<file path="config.mk">
export PLATFORM = sky130hd
export DESIGN_NAME = button_debounce_press_classifier_core
export DESIGN_NICKNAME = d
export VERILOG_FILES = /design/src/rtl/bdpc_pkg.sv /design/src/rtl/bdpc_lane.sv /design/src/rtl/bdpc_merge.sv /design/src/rtl/button_debounce_press_classifier_core.sv
export SDC_FILE = /design/constraint.sdc
export NUM_CORES = 1
export LEC_CHECK = 0
export BUFFER_PORTS_ARGS = -buffer_cell sky130_fd_sc_hd__buf_4
export CAP_MARGIN = 20
export CELL_PAD_IN_SITES_DETAIL_PLACEMENT = 1
export CELL_PAD_IN_SITES_GLOBAL_PLACEMENT = 2
export CORE_AREA = 2 2 272 193
export CTS_CLUSTER_DIAMETER = 120
export DETAILED_ROUTE_END_ITERATION = 8
export DIE_AREA = 0 0 274 195
export GPL_ROUTABILITY_DRIVEN = 0
export PLACE_DENSITY = 0.83
export SYNTH_ARGS = -nofsm -noshare
export SYNTH_HDL_FRONTEND = slang
export SYNTH_SLANG_ARGS = --single-unit
</file>
<file path="constraint.sdc">
create_clock -name aclk -period 5.58 [get_ports aclk]
set_input_delay 1.116 -clock aclk [delete_from_list [all_inputs] [get_ports aclk]]
set_output_delay 1.116 -clock aclk [all_outputs]
set_load 0.03 [all_outputs]
</file>
<file path="src/rtl/bdpc_pkg.sv">
// Shared types, constants and register codes for the button debounce press classifier.
`default_nettype none
package bdpc_pkg;

    localparam int unsigned FIELD_W            = 8;
    localparam int unsigned TICK_W             = 16;
    localparam int unsigned CHANNELS_DEFAULT   = 8;
    localparam int unsigned TIMER_BITS_DEFAULT = 16;
    localparam int unsigned APB_DATA_W         = 32;
    localparam int unsigned APB_ADDR_W         = 4;

    localparam logic [TICK_W-1:0]  DEBOUNCE_RESET   = 16'd10;
    localparam logic [TICK_W-1:0]  LONG_PRESS_RESET = 16'd500;
    localparam logic [FIELD_W-1:0] POLARITY_RESET   = 8'd0;

    typedef enum logic [1:0] {
        REG_DEBOUNCE   = 2'd0,
        REG_LONG_PRESS = 2'd1,
        REG_ACTIVE_LOW = 2'd2,
        REG_UNUSED     = 2'd3
    } reg_index_t;

    typedef struct packed {
        logic [TICK_W-1:0] debounce_ticks;
        logic [TICK_W-1:0] long_press_ticks;
    } lane_cfg_t;

    typedef struct packed {
        logic pressed;
        logic short_pulse;
        logic long_pulse;
    } lane_res_t;

endpackage
`default_nettype wire

</file>
<file path="src/rtl/bdpc_lane.sv">
// One channel: saturating elapsed counter, debounce and short/long press detection.
`default_nettype none
module bdpc_lane #(
    parameter int unsigned TIMER_BITS = bdpc_pkg::TIMER_BITS_DEFAULT
) (
    input  wire logic                aclk,
    input  wire logic                aresetn,
    input  wire logic                advance,
    input  wire logic                raw,
    input  wire logic                polarity,
    input  wire bdpc_pkg::lane_cfg_t cfg,
    output bdpc_pkg::lane_res_t      res
);

    localparam int unsigned CMP_W =
        (TIMER_BITS > bdpc_pkg::TICK_W) ? TIMER_BITS : bdpc_pkg::TICK_W;

    logic                  raw_prev_reg,    raw_prev_next;
    logic                  stable_prev_reg, stable_prev_next;
    logic                  pressed_reg,     pressed_next;
    logic                  short_done_reg,  short_done_next;
    logic                  long_done_reg,   long_done_next;
    logic [TIMER_BITS-1:0] elapsed_reg,     elapsed_next;

    logic [CMP_W-1:0] t_ext;
    logic             short_pulse;
    logic             long_pulse;

    always_comb begin
        raw_prev_next    = raw;
        stable_prev_next = stable_prev_reg;
        pressed_next     = pressed_reg;
        short_done_next  = short_done_reg;
        long_done_next   = long_done_reg;
        short_pulse      = 1'b0;
        long_pulse       = 1'b0;

        // restart on a level change, otherwise count up and saturate
        if (raw != raw_prev_reg) begin
            elapsed_next = '0;
        end else if (elapsed_reg != {TIMER_BITS{1'b1}}) begin
            elapsed_next = elapsed_reg + TIMER_BITS'(1);
        end else begin
            elapsed_next = elapsed_reg;
        end
        t_ext = CMP_W'(elapsed_next);

        if (t_ext > CMP_W'(cfg.debounce_ticks)) begin
            if (stable_prev_reg == polarity && raw == !polarity) begin
                pressed_next = 1'b1;
            end
            if (stable_prev_reg == !polarity && raw == polarity) begin
                pressed_next    = 1'b0;
                short_done_next = 1'b0;
                long_done_next  = 1'b0;
            end
            stable_prev_next = raw;
        end

        if (!short_done_next) begin
            short_pulse     = pressed_next && (t_ext <= CMP_W'(cfg.long_press_ticks));
            short_done_next = short_pulse;
        end
        if (!long_done_next) begin
            long_pulse     = pressed_next && (t_ext > CMP_W'(cfg.long_press_ticks));
            long_done_next = long_pulse;
        end

        res.pressed     = pressed_next;
        res.short_pulse = short_pulse;
        res.long_pulse  = long_pulse;
    end

    always_ff @(posedge aclk) begin
        if (!aresetn) begin
            raw_prev_reg    <= 1'b0;
            stable_prev_reg <= 1'b0;
            pressed_reg     <= 1'b0;
            short_done_reg  <= 1'b0;
            long_done_reg   <= 1'b0;
            elapsed_reg     <= '0;
        end else if (advance) begin
            raw_prev_reg    <= raw_prev_next;
            stable_prev_reg <= stable_prev_next;
            pressed_reg     <= pressed_next;
            short_done_reg  <= short_done_next;
            long_done_reg   <= long_done_next;
            elapsed_reg     <= elapsed_next;
        end
    end

endmodule
`default_nettype wire

</file>
<file path="src/rtl/bdpc_merge.sv">
// Gathers lane results into the output masks and holds them in the output register.
`default_nettype none
module bdpc_merge #(
    parameter int unsigned CHANNELS = bdpc_pkg::CHANNELS_DEFAULT
) (
    input  wire logic                         aclk,
    input  wire logic                         aresetn,
    input  wire logic                         s_valid,
    output logic                              s_ready,
    input  wire bdpc_pkg::lane_res_t          res [CHANNELS],
    output logic                              m_valid,
    input  wire logic                         m_ready,
    output logic [bdpc_pkg::FIELD_W-1:0]      m_pressed_mask,
    output logic [bdpc_pkg::FIELD_W-1:0]      m_short_press_mask,
    output logic [bdpc_pkg::FIELD_W-1:0]      m_long_press_mask
);

    localparam int unsigned FW = bdpc_pkg::FIELD_W;

    logic          valid_reg;
    logic          valid_next;
    logic [FW-1:0] pressed_reg, pressed_next;
    logic [FW-1:0] short_reg,   short_next;
    logic [FW-1:0] long_reg,    long_next;
    logic          advance;

    // only the low channels reach the result fields
    for (genvar j = 0; j < FW; j++) begin : g_pack
        if (j < CHANNELS) begin : g_lane
            assign pressed_next[j] = res[j].pressed;
            assign short_next[j]   = res[j].short_pulse;
            assign long_next[j]    = res[j].long_pulse;
        end else begin : g_pad
            assign pressed_next[j] = 1'b0;
            assign short_next[j]   = 1'b0;
            assign long_next[j]    = 1'b0;
        end
    end

    assign s_ready = !valid_reg || m_ready;
    assign advance = s_valid && s_ready;

    always_comb begin
        if (advance) begin
            valid_next = 1'b1;
        end else if (m_ready) begin
            valid_next = 1'b0;
        end else begin
            valid_next = valid_reg;
        end
    end

    always_ff @(posedge aclk) begin
        if (!aresetn) begin
            valid_reg <= 1'b0;
        end else begin
            valid_reg <= valid_next;
        end
    end

    always_ff @(posedge aclk) begin
        if (advance) begin
            pressed_reg <= pressed_next;
            short_reg   <= short_next;
            long_reg    <= long_next;
        end
    end

    assign m_valid            = valid_reg;
    assign m_pressed_mask     = pressed_reg;
    assign m_short_press_mask = short_reg;
    assign m_long_press_mask  = long_reg;

    a_accept_gives_result: assert property (@(posedge aclk) disable iff (!aresetn)
        advance |=> m_valid)
        else $error("accepted item produced no result");

    a_pulses_exclusive: assert property (@(posedge aclk) disable iff (!aresetn)
        m_valid |-> ((m_short_press_mask & m_long_press_mask) == '0))
        else $error("short and long pulse on the same channel");

    a_pulse_needs_press: assert property (@(posedge aclk) disable iff (!aresetn)
        m_valid |-> (((m_short_press_mask | m_long_press_mask) & ~m_pressed_mask) == '0))
        else $error("press pulse on a released channel");

endmodule
`default_nettype wire

</file>
<file path="src/rtl/button_debounce_press_classifier_core.sv">
// Button debounce and short/long press classifier: top level with register port.
//
// Usage:
//   Each input item is one millisecond tick carrying the raw pin levels in
//   s_pin_levels (one bit per channel). Every item yields exactly one result
//   on the m_ channel: the debounced pressed mask and one-tick short-press and
//   long-press pulse masks.
//   m_valid rises in the cycle after acceptance; throughput is one item per
//   cycle while results are taken, set by the per-channel lane state update.
//   All channels run in parallel lanes; a merge stage packs their results.
//   When the receiver stalls, the result waits in the output register and
//   s_ready drops until it is taken; s_ready is high whenever that register
//   is empty or being emptied in the same cycle.
//   Reset (aresetn low, synchronous) clears all channel state and loads the
//   register defaults: debounce 10 ticks, long press 500 ticks, polarity 0.
//   Registers (APB, byte address 4*i): 0 debounce_ticks, 1 long_press_ticks,
//   2 active_low_mask. Write them only while the block is idle.
`default_nettype none
module button_debounce_press_classifier_core #(
    parameter int unsigned CHANNELS   = bdpc_pkg::CHANNELS_DEFAULT,
    parameter int unsigned TIMER_BITS = bdpc_pkg::TIMER_BITS_DEFAULT
) (
    input  wire logic                               aclk,
    input  wire logic                               aresetn,
    input  wire logic                               psel,
    input  wire logic                               penable,
    input  wire logic                               pwrite,
    input  wire logic [bdpc_pkg::APB_ADDR_W-1:0]    paddr,
    input  wire logic [bdpc_pkg::APB_DATA_W-1:0]    pwdata,
    output logic [bdpc_pkg::APB_DATA_W-1:0]         prdata,
    output logic                                    pready,
    input  wire logic                               s_valid,
    output logic                                    s_ready,
    input  wire logic [bdpc_pkg::FIELD_W-1:0]       s_pin_levels,
    output logic                                    m_valid,
    input  wire logic                               m_ready,
    output logic [bdpc_pkg::FIELD_W-1:0]            m_pressed_mask,
    output logic [bdpc_pkg::FIELD_W-1:0]            m_short_press_mask,
    output logic [bdpc_pkg::FIELD_W-1:0]            m_long_press_mask
);

    localparam int unsigned FW = bdpc_pkg::FIELD_W;
    localparam int unsigned TW = bdpc_pkg::TICK_W;
    localparam int unsigned DW = bdpc_pkg::APB_DATA_W;

    logic [TW-1:0] debounce_reg, debounce_next;
    logic [TW-1:0] long_reg,     long_next;
    logic [FW-1:0] polarity_reg, polarity_next;

    bdpc_pkg::reg_index_t  reg_sel;
    bdpc_pkg::lane_cfg_t   cfg;
    bdpc_pkg::lane_res_t   res [CHANNELS];
    logic                  wr_en;
    logic                  advance;

    assign pready  = 1'b1;
    assign wr_en   = psel && penable && pwrite && pready;
    assign reg_sel = bdpc_pkg::reg_index_t'(paddr[3:2]);

    always_comb begin
        debounce_next = debounce_reg;
        long_next     = long_reg;
        polarity_next = polarity_reg;
        if (wr_en) begin
            case (reg_sel)
                bdpc_pkg::REG_DEBOUNCE:   debounce_next = pwdata[TW-1:0];
                bdpc_pkg::REG_LONG_PRESS: long_next     = pwdata[TW-1:0];
                bdpc_pkg::REG_ACTIVE_LOW: polarity_next = pwdata[FW-1:0];
                default: ;
            endcase
        end
    end

    always_comb begin
        case (reg_sel)
            bdpc_pkg::REG_DEBOUNCE:   prdata = DW'(debounce_reg);
            bdpc_pkg::REG_LONG_PRESS: prdata = DW'(long_reg);
            bdpc_pkg::REG_ACTIVE_LOW: prdata = DW'(polarity_reg);
            default:                  prdata = '0;
        endcase
    end

    always_ff @(posedge aclk) begin
        if (!aresetn) begin
            debounce_reg <= bdpc_pkg::DEBOUNCE_RESET;
            long_reg     <= bdpc_pkg::LONG_PRESS_RESET;
            polarity_reg <= bdpc_pkg::POLARITY_RESET;
        end else begin
            debounce_reg <= debounce_next;
            long_reg     <= long_next;
            polarity_reg <= polarity_next;
        end
    end

    assign cfg.debounce_ticks   = debounce_reg;
    assign cfg.long_press_ticks = long_reg;
    assign advance              = s_valid && s_ready;

    for (genvar i = 0; i < CHANNELS; i++) begin : g_lane
        logic raw_bit;
        logic pol_bit;
        // channels beyond the pin field see level 0 and polarity 0
        if (i < FW) begin : g_pin
            assign raw_bit = s_pin_levels[i];
            assign pol_bit = polarity_reg[i];
        end else begin : g_tie
            assign raw_bit = 1'b0;
            assign pol_bit = 1'b0;
        end

        bdpc_lane #(
            .TIMER_BITS (TIMER_BITS)
        ) u_lane (
            .aclk     (aclk),
            .aresetn  (aresetn),
            .advance  (advance),
            .raw      (raw_bit),
            .polarity (pol_bit),
            .cfg      (cfg),
            .res      (res[i])
        );
    end

    bdpc_merge #(
        .CHANNELS (CHANNELS)
    ) u_merge (
        .aclk               (aclk),
        .aresetn            (aresetn),
        .s_valid            (s_valid),
        .s_ready            (s_ready),
        .res                (res),
        .m_valid            (m_valid),
        .m_ready            (m_ready),
        .m_pressed_mask     (m_pressed_mask),
        .m_short_press_mask (m_short_press_mask),
        .m_long_press_mask  (m_long_press_mask)
    );

endmodule
`default_nettype wire
</file>
==> flow_summary.json, run 1 <==
{
  "outcome": "finished, final reports clean",
  "power_density_nw_per_um2": 198.0,
  "highest_attainable_clock_frequency_ghz": 0.1956,
  "antenna-diode-count": 0,
  "die_w_microns": 274,
  "worstPathMaxFanout": 9,
  "die_area_sq_um": 53430,
  "synthXorXnorAreaFrac_pct": 4.876,
  "synthDominantCellAreaShare_pct": 22.40,
  "clock_path_buffers": 3,
  "ys_seq_area_share_pct": 26.25,
  "hold_class": "reg -> reg",
  "floorplan.rows": 69,
  "timing.critical_path.buf_inv": 0,
  "worst_path_max_delay_cell": "nor4_1",
  "ant_nets": 0,
  "post_synth_inst_count": 2403,
  "clock_sink_count": 233,
  "edff_count_synth": 24,
  "detail_route.drc_violations": 0,
  "io-pin-count": 110,
  "timing.max_cap.violations": 0,
  "final.min_clock_period_ns": 5.112,
  "post_synth_and_or_nand_nor_area_fraction_pct": 25.28,
  "buffer_ports.inserted": 74,
  "dp_cells": 3080,
  "synth_fa_ha_area_share_pct": 17.33,
  "vdd_drop_max_uv": 213.3,
  "register_area_sq_um": 4905,
  "p_switching_w": 0.001194,
  "synthFlopType": "dfxtp_1",
  "multi_input_comb_area_sq_um": 13050,
  "tcrit_tclk_final_pct": 91.61,
  "synth_seq_cells": 233,
  "combinationalPowerShare_pct": 12.4,
  "num-fill-cells": 6166,
  "cp-end-kind": "register",
  "worst_ep_required_time_ns": 5.91,
  "setup_viol": 0,
  "largest_reg_flops": 128,
  "critical-path-max-stage-delay_ns": 0.77,
  "hold-worst-slack_ns": 0.4630,
  "rsz0062_at_grt": "no",
  "grt_overflow_total": 0,
  "critical_path.cell_chain": "ha_1 -> nand2_1 -> nor4_1 -> nand2_1 -> a21oi_1 -> ha_1 -> and4_1 -> nand4_1 -> a211oi_1 -> o31ai_1 -> a21oi_2 -> o311a_1 -> nand3_1 -> and3b_1",
  "vias_per_cell": 5.831,
  "synth_top_cell_by_area": "dfxtp_1",
  "synth_top_family_by_area": "simple AND/OR/NAND/NOR gates",
  "internal_power_w": 0.002925,
  "finalNetCount": 2745,
  "cts.htree.levels": 1,
  "start_util_pct": 36.93,
  "layoutNonFillerInstCount": 3132,
  "first_global_vias": 18600,
  "synthArstFlopShare_pct": 0,
  "power.total_w": 0.004119,
  "slew_headroom_pct": 36.90,
  "cp_top_family": "simple AND/OR/NAND/NOR gates",
  "via_count": 18260,
  "cts.root.buffer_cell": "clkbuf_16",
  "die-height_microns": 195,
  "finClkSkew_ns": 0.02243,
  "synthesis.yosys.warnings": 0,
  "criticalPathCategory": "reg -> reg",
  "clk_latency_ns": 0.60,
  "pwr-share-clk_pct": 45.2,
  "totalNegativeSetupSlack_ns": 0,
  "grtUsageTotal_pct": 25.30,
  "total_detailed_routing_wirelength_mm": 68.76,
  "sw_frac_of_total_pct": 28.98,
  "timing_max_transition_violations_final": 0,
  "post_cts_buffers": 0,
  "syn_area_per_cell_sq_um": 7.774,
  "critical_path.startpoint_type": "register",
  "cts.clk_slew.worst_paths_ns": 0.06,
  "critPathArrivalTime_ns": 5.44,
  "cts_hold_buffers": 0,
  "tritoncts_clock_tree": "built",
  "most_frequent_cells_in_the_layout": "nand2_1, ha_1, a21oi_1, nor2_1, dfxtp_1",
  "tritoncts_buffer_count": 28,
  "synth_mux_area_share_pct": 2.639,
  "syn2layout_area_growth_pct": 11.33,
  "power_frac_seq_pct": 42.4,
  "routed_wire_length_per_instance_microns": 21.95,
  "final_core_utilization_pct": 41.11,
  "mostFrequentLayoutCell": "nand2_1",
  "cellLeakagePower_nw": 8.771,
  "wire_length_of_the_first_global_routing_pass_mm": 106.5,
  "place_hpwl_mm": 49.25,
  "finalHoldViolCount": 0,
  "yosysUniqueCellTypes": 88,
  "cts-resized-gates": 0,
  "timing_worst_slew_pin_value_ns": 0.9452,
  "drive_above_1_share_pct": 7.445,
  "share_of_the_synthesized_area_in_compound_gates_ao_oa_aoi_oai_pct": 19.25,
  "drtPass1Iterations": 5,
  "pin_count_of_the_biggest_net_entering_global_routing": 106,
  "synth.cell_area_sq_um": 18680,
  "synth_area_leaders": "dfxtp_1, ha_1, nand2_1",
  "count_of_routing_violations_after_the_opening_detailed_route_iteration": 1002,
  "grt_antenna_before_repair": 0,
  "core-area_sq_um": 50590
}
-- tightest hold or removal path, cell delays in order (launching register included) --
cell and delay (ns):
dfxtp_1 0.31, inv_1 0.05, o32ai_1 0.05
-- cell type report --
class | instances | share of cell area (%)
Tap cell | 674 | 4.055
Clock inverter | 11 | 0.6076
Clock buffer | 41 | 3.700
Inverter | 77 | 1.426
Sequential cell | 233 | 23.58
Multi-Input combinational cell | 1993 | 62.73
Timing Repair Buffer | 103 | 3.898
-- kinds of logic (layout without fill, tap and decap cells) --
kind of cell / after synthesis / in the layout
compound gates: 578 / 578
buf+inv: 192 / 232
mux: 49 / 49
flops: 233 / 233
simple gates: 986 / 986
other cells: 2 / 17
fa+ha+maj: 259 / 259
xor+xnor: 104 / 104
-- per-layer routing --
metal	track usage, %	wire, microns	up-vias
met4	8.736	2432	0
li1	-	-	8758
met3	3.714	3179	119
met2	40.45	30290	385
met1	34.69	32850	9000
met5	0	0	-
-- power by group through the flow --
stage               Sequential [W]  Clock (W)  Combinational (W)
finish                     0.00175    0.00186           0.000510
global placement           0.00178          0           0.000488
CTS                        0.00175    0.00191           0.000509
floorplan                  0.00180          0           0.000300
global route               0.00175    0.00198           0.000557
detailed placement         0.00178          0           0.000506
-- Yosys cell counts (all sizes together) (8+ instances only) --
cell and n:
o31ai 22, or4 15, a21o 50, a32o 8, nand3 93, xnor2 44
xor2 60, inv 77, and3 26, mux2i 47, edfxtp 24, nand2b 12
and2 18, a211oi 17, and4 16, o21ai 101, a22oi 8, nor3b 14
a31oi 18, o21a 26, a21oi 245, nand2 346, nand3b 9, nand4 82
ha 258, dfxtp 209, o211ai 24, buf 29, nor3 58, or3 12
nor4 15, nor2b 31, clkbuf 86, nor2 224
-- worst paths after layout --
path | startpoint | to | slack, ns | cells after the start
worst min-delay path | g_lane[4].u_lane.long_done_reg$_SDFFE_PN0P_ | g_lane[4].u_lane.long_done_reg$_SDFFE_PN0P_ | 0.46 | 2
worst max-delay path | g_lane[7].u_lane.elapsed_reg[0]$_SDFFE_PN0P_ | u_merge.m_long_press_mask[7]$_SDFFCE_PP0P_ | 0.47 | 14
worst min register to register | g_lane[4].u_lane.long_done_reg$_SDFFE_PN0P_ | g_lane[4].u_lane.long_done_reg$_SDFFE_PN0P_ | 0.46 | 2
worst max register to register | g_lane[7].u_lane.elapsed_reg[0]$_SDFFE_PN0P_ | u_merge.m_long_press_mask[7]$_SDFFCE_PP0P_ | 0.47 | 14
-- metrics by stage --
stage / instance area (sq um) / setup WS, ns
4_1_cts: 20790 / 0.5144
6_report: 20800 / 0.4683
5_1_grt: 20800 / 0.06204
3_5_place_dp: 19900 / 0.5479
2_1_floorplan: 18740 / 1.037
3_3_place_gp: 19900 / 0.7081
(Power assumes the default switching activity.)
==> run 2: changes to the inputs <==
CORE_AREA = 2 2 269 191   (was 2 2 272 193)
CTS_BUF_LIST = sky130_fd_sc_hd__clkbuf_4 sky130_fd_sc_hd__clkbuf_8   (was not set)
DIE_AREA = 0 0 271 193   (was 0 0 274 195)
PLACE_DENSITY = 0.85   (was 0.83)
==> flow_summary.json, run 2 (synthesized netlist as in run 1, its figures left out) <==
{
  "outcome": "finished, final reports clean",
  "total_detailed_routing_wirelength_mm": 69.18,
  "die_w_microns": 271,
  "grtUsageTotal_pct": 26.34,
  "cts.clk_slew.worst_paths_ns": 0.06,
  "power_density_nw_per_um2": 194.9,
  "via_count": 18550,
  "grt_antenna_before_repair": 0,
  "criticalPathCategory": "reg -> reg",
  "drtPass1Iterations": 5,
  "setup_viol": 0,
  "vdd_drop_max_uv": 173.5,
  "highest_attainable_clock_frequency_ghz": 0.1950,
  "slew_headroom_pct": 31.28,
  "die-height_microns": 193,
  "final.min_clock_period_ns": 5.128,
  "hold_class": "reg -> reg",
  "count_of_routing_violations_after_the_opening_detailed_route_iteration": 1297,
  "cts_hold_buffers": 0,
  "critical_path.startpoint_type": "register",
  "totalNegativeSetupSlack_ns": 0,
  "cellLeakagePower_nw": 8.824,
  "layoutNonFillerInstCount": 3164,
  "tcrit_tclk_final_pct": 91.89,
  "tritoncts_clock_tree": "built",
  "pin_count_of_the_biggest_net_entering_global_routing": 85,
  "tritoncts_buffer_count": 45,
  "largest_reg_flops": 128,
  "place_hpwl_mm": 49.26,
  "r2r.worst_path.cells": 17,
  "power_frac_seq_pct": 43.1,
  "reg2reg_slack_ns": 0.45,
  "pre_cts_slack_ns": 0.5626,
  "first_global_vias": 18700,
  "floorplan.rows": 69,
  "internal_power_w": 0.002828,
  "io-pin-count": 110,
  "pwr-share-clk_pct": 44.4,
  "post_cts_buffers": 0,
  "die_area_sq_um": 52300,
  "postLayoutSetupSlackWorst_ns": 0.4525,
  "whs_path_depth": 2,
  "timing_worst_slew_pin_value_ns": 1.028,
  "clock_sink_count": 233,
  "mostFrequentLayoutCell": "nand2_1",
  "power.total_w": 0.004056,
  "drive_above_1_share_pct": 8.956,
  "buffer_ports.inserted": 74,
  "vias_per_cell": 5.864,
  "grt_overflow_total": 0,
  "cts.htree.levels": 2,
  "timing.max_cap.violations": 0,
  "routed_wire_length_per_instance_microns": 21.87,
  "worstPathMaxFanout": 9,
  "clock_path_buffers": 3,
  "start_util_pct": 37.37,
  "cts.root.buffer_cell": "clkbuf_8",
  "p_switching_w": 0.001228,
  "final_core_utilization_pct": 41.63,
  "wire_length_of_the_first_global_routing_pass_mm": 108.1,
  "combinationalPowerShare_pct": 12.5,
  "timing_max_transition_violations_final": 0,
  "finalNetCount": 2767,
  "core-area_sq_um": 49990,
  "rsz0062_at_grt": "no",
  "sw_frac_of_total_pct": 30.28,
  "cts-resized-gates": 0,
  "worst_ep_required_time_ns": 6.10,
  "syn2layout_area_growth_pct": 11.39,
  "finClkSkew_ns": 0.04032,
  "ant_nets": 0,
  "finalHoldViolCount": 0,
  "cp-end-kind": "register",
  "clk_latency_ns": 0.65,
  "critPathArrivalTime_ns": 5.65,
  "dp_cells": 3085,
  "antenna-diode-count": 0,
  "most_frequent_cells_in_the_layout": "nand2_1, ha_1, a21oi_1, nor2_1, dfxtp_1",
  "detail_route.drc_violations": 0
}
run 2: cell types whose count changed in the layout (fill, tap and decap cells not counted), sizes merged:
cell,delta
bufinv,-2
buf,+5
clkinvlp,+2
clkbuf,+27
run 2: cell type report:
class / instances / area [sq um]
fill: 6118 / 29180
inverter: 77 / 296.5
timing repair buffer: 108 / 823.3
tap: 674 / 843.3
sequential: 233 / 4905
multi-input combinational: 1993 / 13040
clock buffer: 68 / 835.8
clock inverter: 11 / 63.81
run 2: worst paths after layout:
kind,end,start
setup / recovery,g_lane[5].u_lane.short_done_reg$_SDFFE_PN0P_,g_lane[5].u_lane.elapsed_reg[4]$_SDFFE_PN0P_
hold / removal,long_reg[13]$_SDFFE_PN0P_,long_reg[13]$_SDFFE_PN0P_
setup reg to reg,g_lane[5].u_lane.short_done_reg$_SDFFE_PN0P_,g_lane[5].u_lane.elapsed_reg[4]$_SDFFE_PN0P_
hold reg to reg,long_reg[13]$_SDFFE_PN0P_,long_reg[13]$_SDFFE_PN0P_
run 2: per-stage QoR:
step / instance area (sq um) / hold slack [ns]
2_1_floorplan: 18740 / 0.4293
3_3_place_gp: 19910 / 0.4380
3_5_place_dp: 19910 / 0.4653
4_1_cts: 20810 / 0.4743
5_1_grt: 20810 / 0.5009
6_report: 20810 / 0.4695
run 2: worst max-delay path: stages (launching register included):
cell,delay (ns)
dfxtp_1,0.49
nand4_1,0.26
nor4_1,0.49
nand4_1,0.24
or2_2,0.39
nand2_1,0.10
xor2_1,0.34
nor2_1,0.15
ha_1,0.33
a21o_1,0.20
a21o_1,0.17
a21oi_1,0.17
o21bai_1,0.13
a221oi_2,0.49
nor3b_1,0.13
a2111oi_2,0.63
inv_2,0.07
a32o_1,0.24
run 2: power groups by stage:
stage          registers (W)  logic [W]  clock network, W
3_5_place_dp         0.00179   0.000502                 0
4_1_cts              0.00175   0.000504           0.00185
2_1_floorplan        0.00180   0.000300                 0
5_1_grt              0.00175   0.000553           0.00192
3_3_place_gp         0.00178   0.000485                 0
6_report             0.00175   0.000507           0.00180
run 2: metal layers:
metal  wire, microns  GRT usage (%)
met1           34260          37.62
met4            1852          7.947
met3            3671          3.393
met2           29400          41.34
met5               0              0
==> run 3: changes to the inputs <==
CELL_PAD_IN_SITES_DETAIL_PLACEMENT = not set   (was 1)
CELL_PAD_IN_SITES_GLOBAL_PLACEMENT = not set   (was 2)
CORE_AREA = 2 2 247 176   (was 2 2 269 191)
DIE_AREA = 0 0 249 178   (was 0 0 271 193)
PLACE_DENSITY = not set   (was 0.85)
PLACE_DENSITY_LB_ADDON = 0.25   (was not set)
==> flow_summary.json, run 3 (synthesized netlist as in run 1, its figures left out) <==
{
  "outcome": "finished, final reports clean",
  "most_frequent_cells_in_the_layout": "nand2_1, ha_1, a21oi_1, nor2_1, dfxtp_1",
  "finClkSkew_ns": 0.03342,
  "first_global_vias": 17520,
  "antenna-diode-count": 0,
  "tritoncts_buffer_count": 41,
  "highest_attainable_clock_frequency_ghz": 0.2009,
  "final.min_clock_period_ns": 4.977,
  "die_w_microns": 249,
  "whs_endpoint": "g_lane[6].u_lane.short_done_reg$_SDFFE_PN0P_",
  "totalNegativeSetupSlack_ns": 0,
  "total_detailed_routing_wirelength_mm": 60.34,
  "timing.critical_path.from": "g_lane[5].u_lane.elapsed_reg[4]$_SDFFE_PN0P_",
  "hold_start": "g_lane[6].u_lane.short_done_reg$_SDFFE_PN0P_",
  "via_count": 18330,
  "critical_path.startpoint_type": "register",
  "largest_reg_flops": 128,
  "drive_above_1_share_pct": 8.746,
  "clk_latency_ns": 0.59,
  "clock_path_buffers": 3,
  "grtUsageTotal_pct": 26.64,
  "worst_path_max_delay_cell": "a2111oi_2",
  "slew_headroom_pct": 33.90,
  "cts-resized-gates": 0,
  "ant_nets": 0,
  "dp_cells": 2960,
  "die-height_microns": 178,
  "place_hpwl_mm": 42.01,
  "reg2reg_from": "g_lane[5].u_lane.elapsed_reg[4]$_SDFFE_PN0P_",
  "setup_viol": 0,
  "tritoncts_clock_tree": "built",
  "grt_overflow_total": 0,
  "power_density_nw_per_um2": 192.6,
  "critical_path.cell_chain": "nand4_1 -> nor4_1 -> nand4_1 -> nor2_1 -> nor3_1 -> nand2_1 -> xnor2_1 -> nor2_1 -> ha_1 -> a21o_1 -> a21o_1 -> a211oi_1 -> o21ai_0 -> a221oi_2 -> nor3b_1 -> a2111oi_2 -> inv_2 -> a32o_1",
  "cts.htree.levels": 2,
  "count_of_routing_violations_after_the_opening_detailed_route_iteration": 1453,
  "r2r.worst_path.cells": 18,
  "core-area_sq_um": 41860,
  "cellLeakagePower_nw": 8.806,
  "clock_sink_count": 233,
  "pin_count_of_the_biggest_net_entering_global_routing": 116,
  "finalNetCount": 2761,
  "cts.root.buffer_cell": "clkbuf_8",
  "cts_hold_buffers": 0,
  "vdd_drop_max_uv": 190.9,
  "worst_ep_required_time_ns": 6.04,
  "die_area_sq_um": 44320,
  "tcrit_tclk_final_pct": 89.20,
  "detail_route.drc_violations": 0,
  "post_cts_buffers": 0,
  "criticalPathCategory": "reg -> reg",
  "cts.clk_slew.worst_paths_ns": 0.06,
  "timing_max_transition_violations_final": 0,
  "vias_per_cell": 6.044,
  "routed_wire_length_per_instance_microns": 19.89,
  "io-pin-count": 110,
  "floorplan.rows": 63,
  "start_util_pct": 44.63,
  "whs_path_depth": 2,
  "timing_worst_slew_pin_value_ns": 0.9916,
  "timing.max_cap.violations": 0,
  "r2r-end": "g_lane[5].u_lane.short_done_reg$_SDFFE_PN0P_",
  "layoutNonFillerInstCount": 3033,
  "drtPass1Iterations": 6,
  "finalHoldViolCount": 0,
  "reg2reg_slack_ns": 0.60,
  "cp-end-kind": "register",
  "worstPathMaxFanout": 9,
  "critPathArrivalTime_ns": 5.44,
  "hold_class": "reg -> reg",
  "rsz0062_at_grt": "no",
  "wire_length_of_the_first_global_routing_pass_mm": 93.78,
  "buffer_ports.inserted": 74,
  "critical-path-max-stage-delay_ns": 0.60,
  "grt_antenna_before_repair": 1,
  "mostFrequentLayoutCell": "nand2_1",
  "syn2layout_area_growth_pct": 10.32
}
run 3: changes by cell type in the layout (fill, tap and decap cells not counted):
cell / previous run / this run
bufinv_16: 0 / 2
clkbuf_4: 16 / 11
clkbuf_8: 52 / 48
buf_4: 107 / 103
clkinvlp_4: 2 / 1
inv_6: 3 / 1
clkinv_1: 3 / 0
clkinv_2: 4 / 10
buf_6: 0 / 2
run 3: power breakdown:
group          internal [W]  switching [W]
clock              0.000949       0.000781
combinational      0.000147       0.000344
sequential          0.00172      0.0000255
total               0.00282        0.00115
run 3: layout make-up:
class	count	area (sq um)
fill	3996	21250
clock buffer	59	743.2
tap	552	690.7
sequential	233	4905
inverter	77	296.5
timing repair buffer	106	815.8
multi-input combinational	1993	13040
clock inverter	13	117.6
run 3: per-layer routing:
layer,track usage [%],up-vias,part of all wire (%)
met2,42.96,702,43
met5,0,-,0.022
met1,35.24,8685,45
li1,-,8798,-
met4,10.38,2,3.8
met3,5.268,144,8.3
run 3: through the flow:
step / total power, W / worst slack, ns / utilization, % / hold slack (ns) / area [sq um]
finish: 0.003970 / 0.6027 / 49.24 / 0.4577 / 20610
global route: 0.004121 / 0.1832 / 49.24 / 0.4873 / 20610
CTS: 0.004005 / 0.6845 / 49.21 / 0.4583 / 20600
detailed placement: 0.002266 / 0.7151 / 47.16 / 0.4490 / 19740
global placement: 0.002252 / 0.9389 / 47.13 / 0.4395 / 19730
floorplan: 0.002102 / 1.037 / - / 0.4293 / 18740
run 3: worst max-delay path: cells and delay by family (launching register included):
family                   cells  cell delay, ns
flip-flops                   1            0.49
AND/OR/NAND/NOR              8            1.96
buffers and inverters        1            0.07
XOR/XNOR                     1            0.08
AO/OA/AOI/OAI                7            1.98
adder cells (fa/ha/maj)      1            0.29
run 3: how the worst max path moves through the flow:
| stage | depth (start not counted) | end | slack, ns |
|---|---|---|---|
| CTS | 18 | g_lane[5].u_lane.short_done_reg$_SDFFE_PN0P_ | 0.68 |
| global placement | 18 | g_lane[5].u_lane.short_done_reg$_SDFFE_PN0P_ | 0.94 |
| finish | 18 | g_lane[5].u_lane.short_done_reg$_SDFFE_PN0P_ | 0.60 |
| floorplan | 15 | g_lane[5].u_lane.short_done_reg$_SDFFE_PN0P_ | 1.04 |
| detailed placement | 18 | g_lane[5].u_lane.short_done_reg$_SDFFE_PN0P_ | 0.72 |
| global route | 18 | g_lane[5].u_lane.short_done_reg$_SDFFE_PN0P_ | 0.18 |
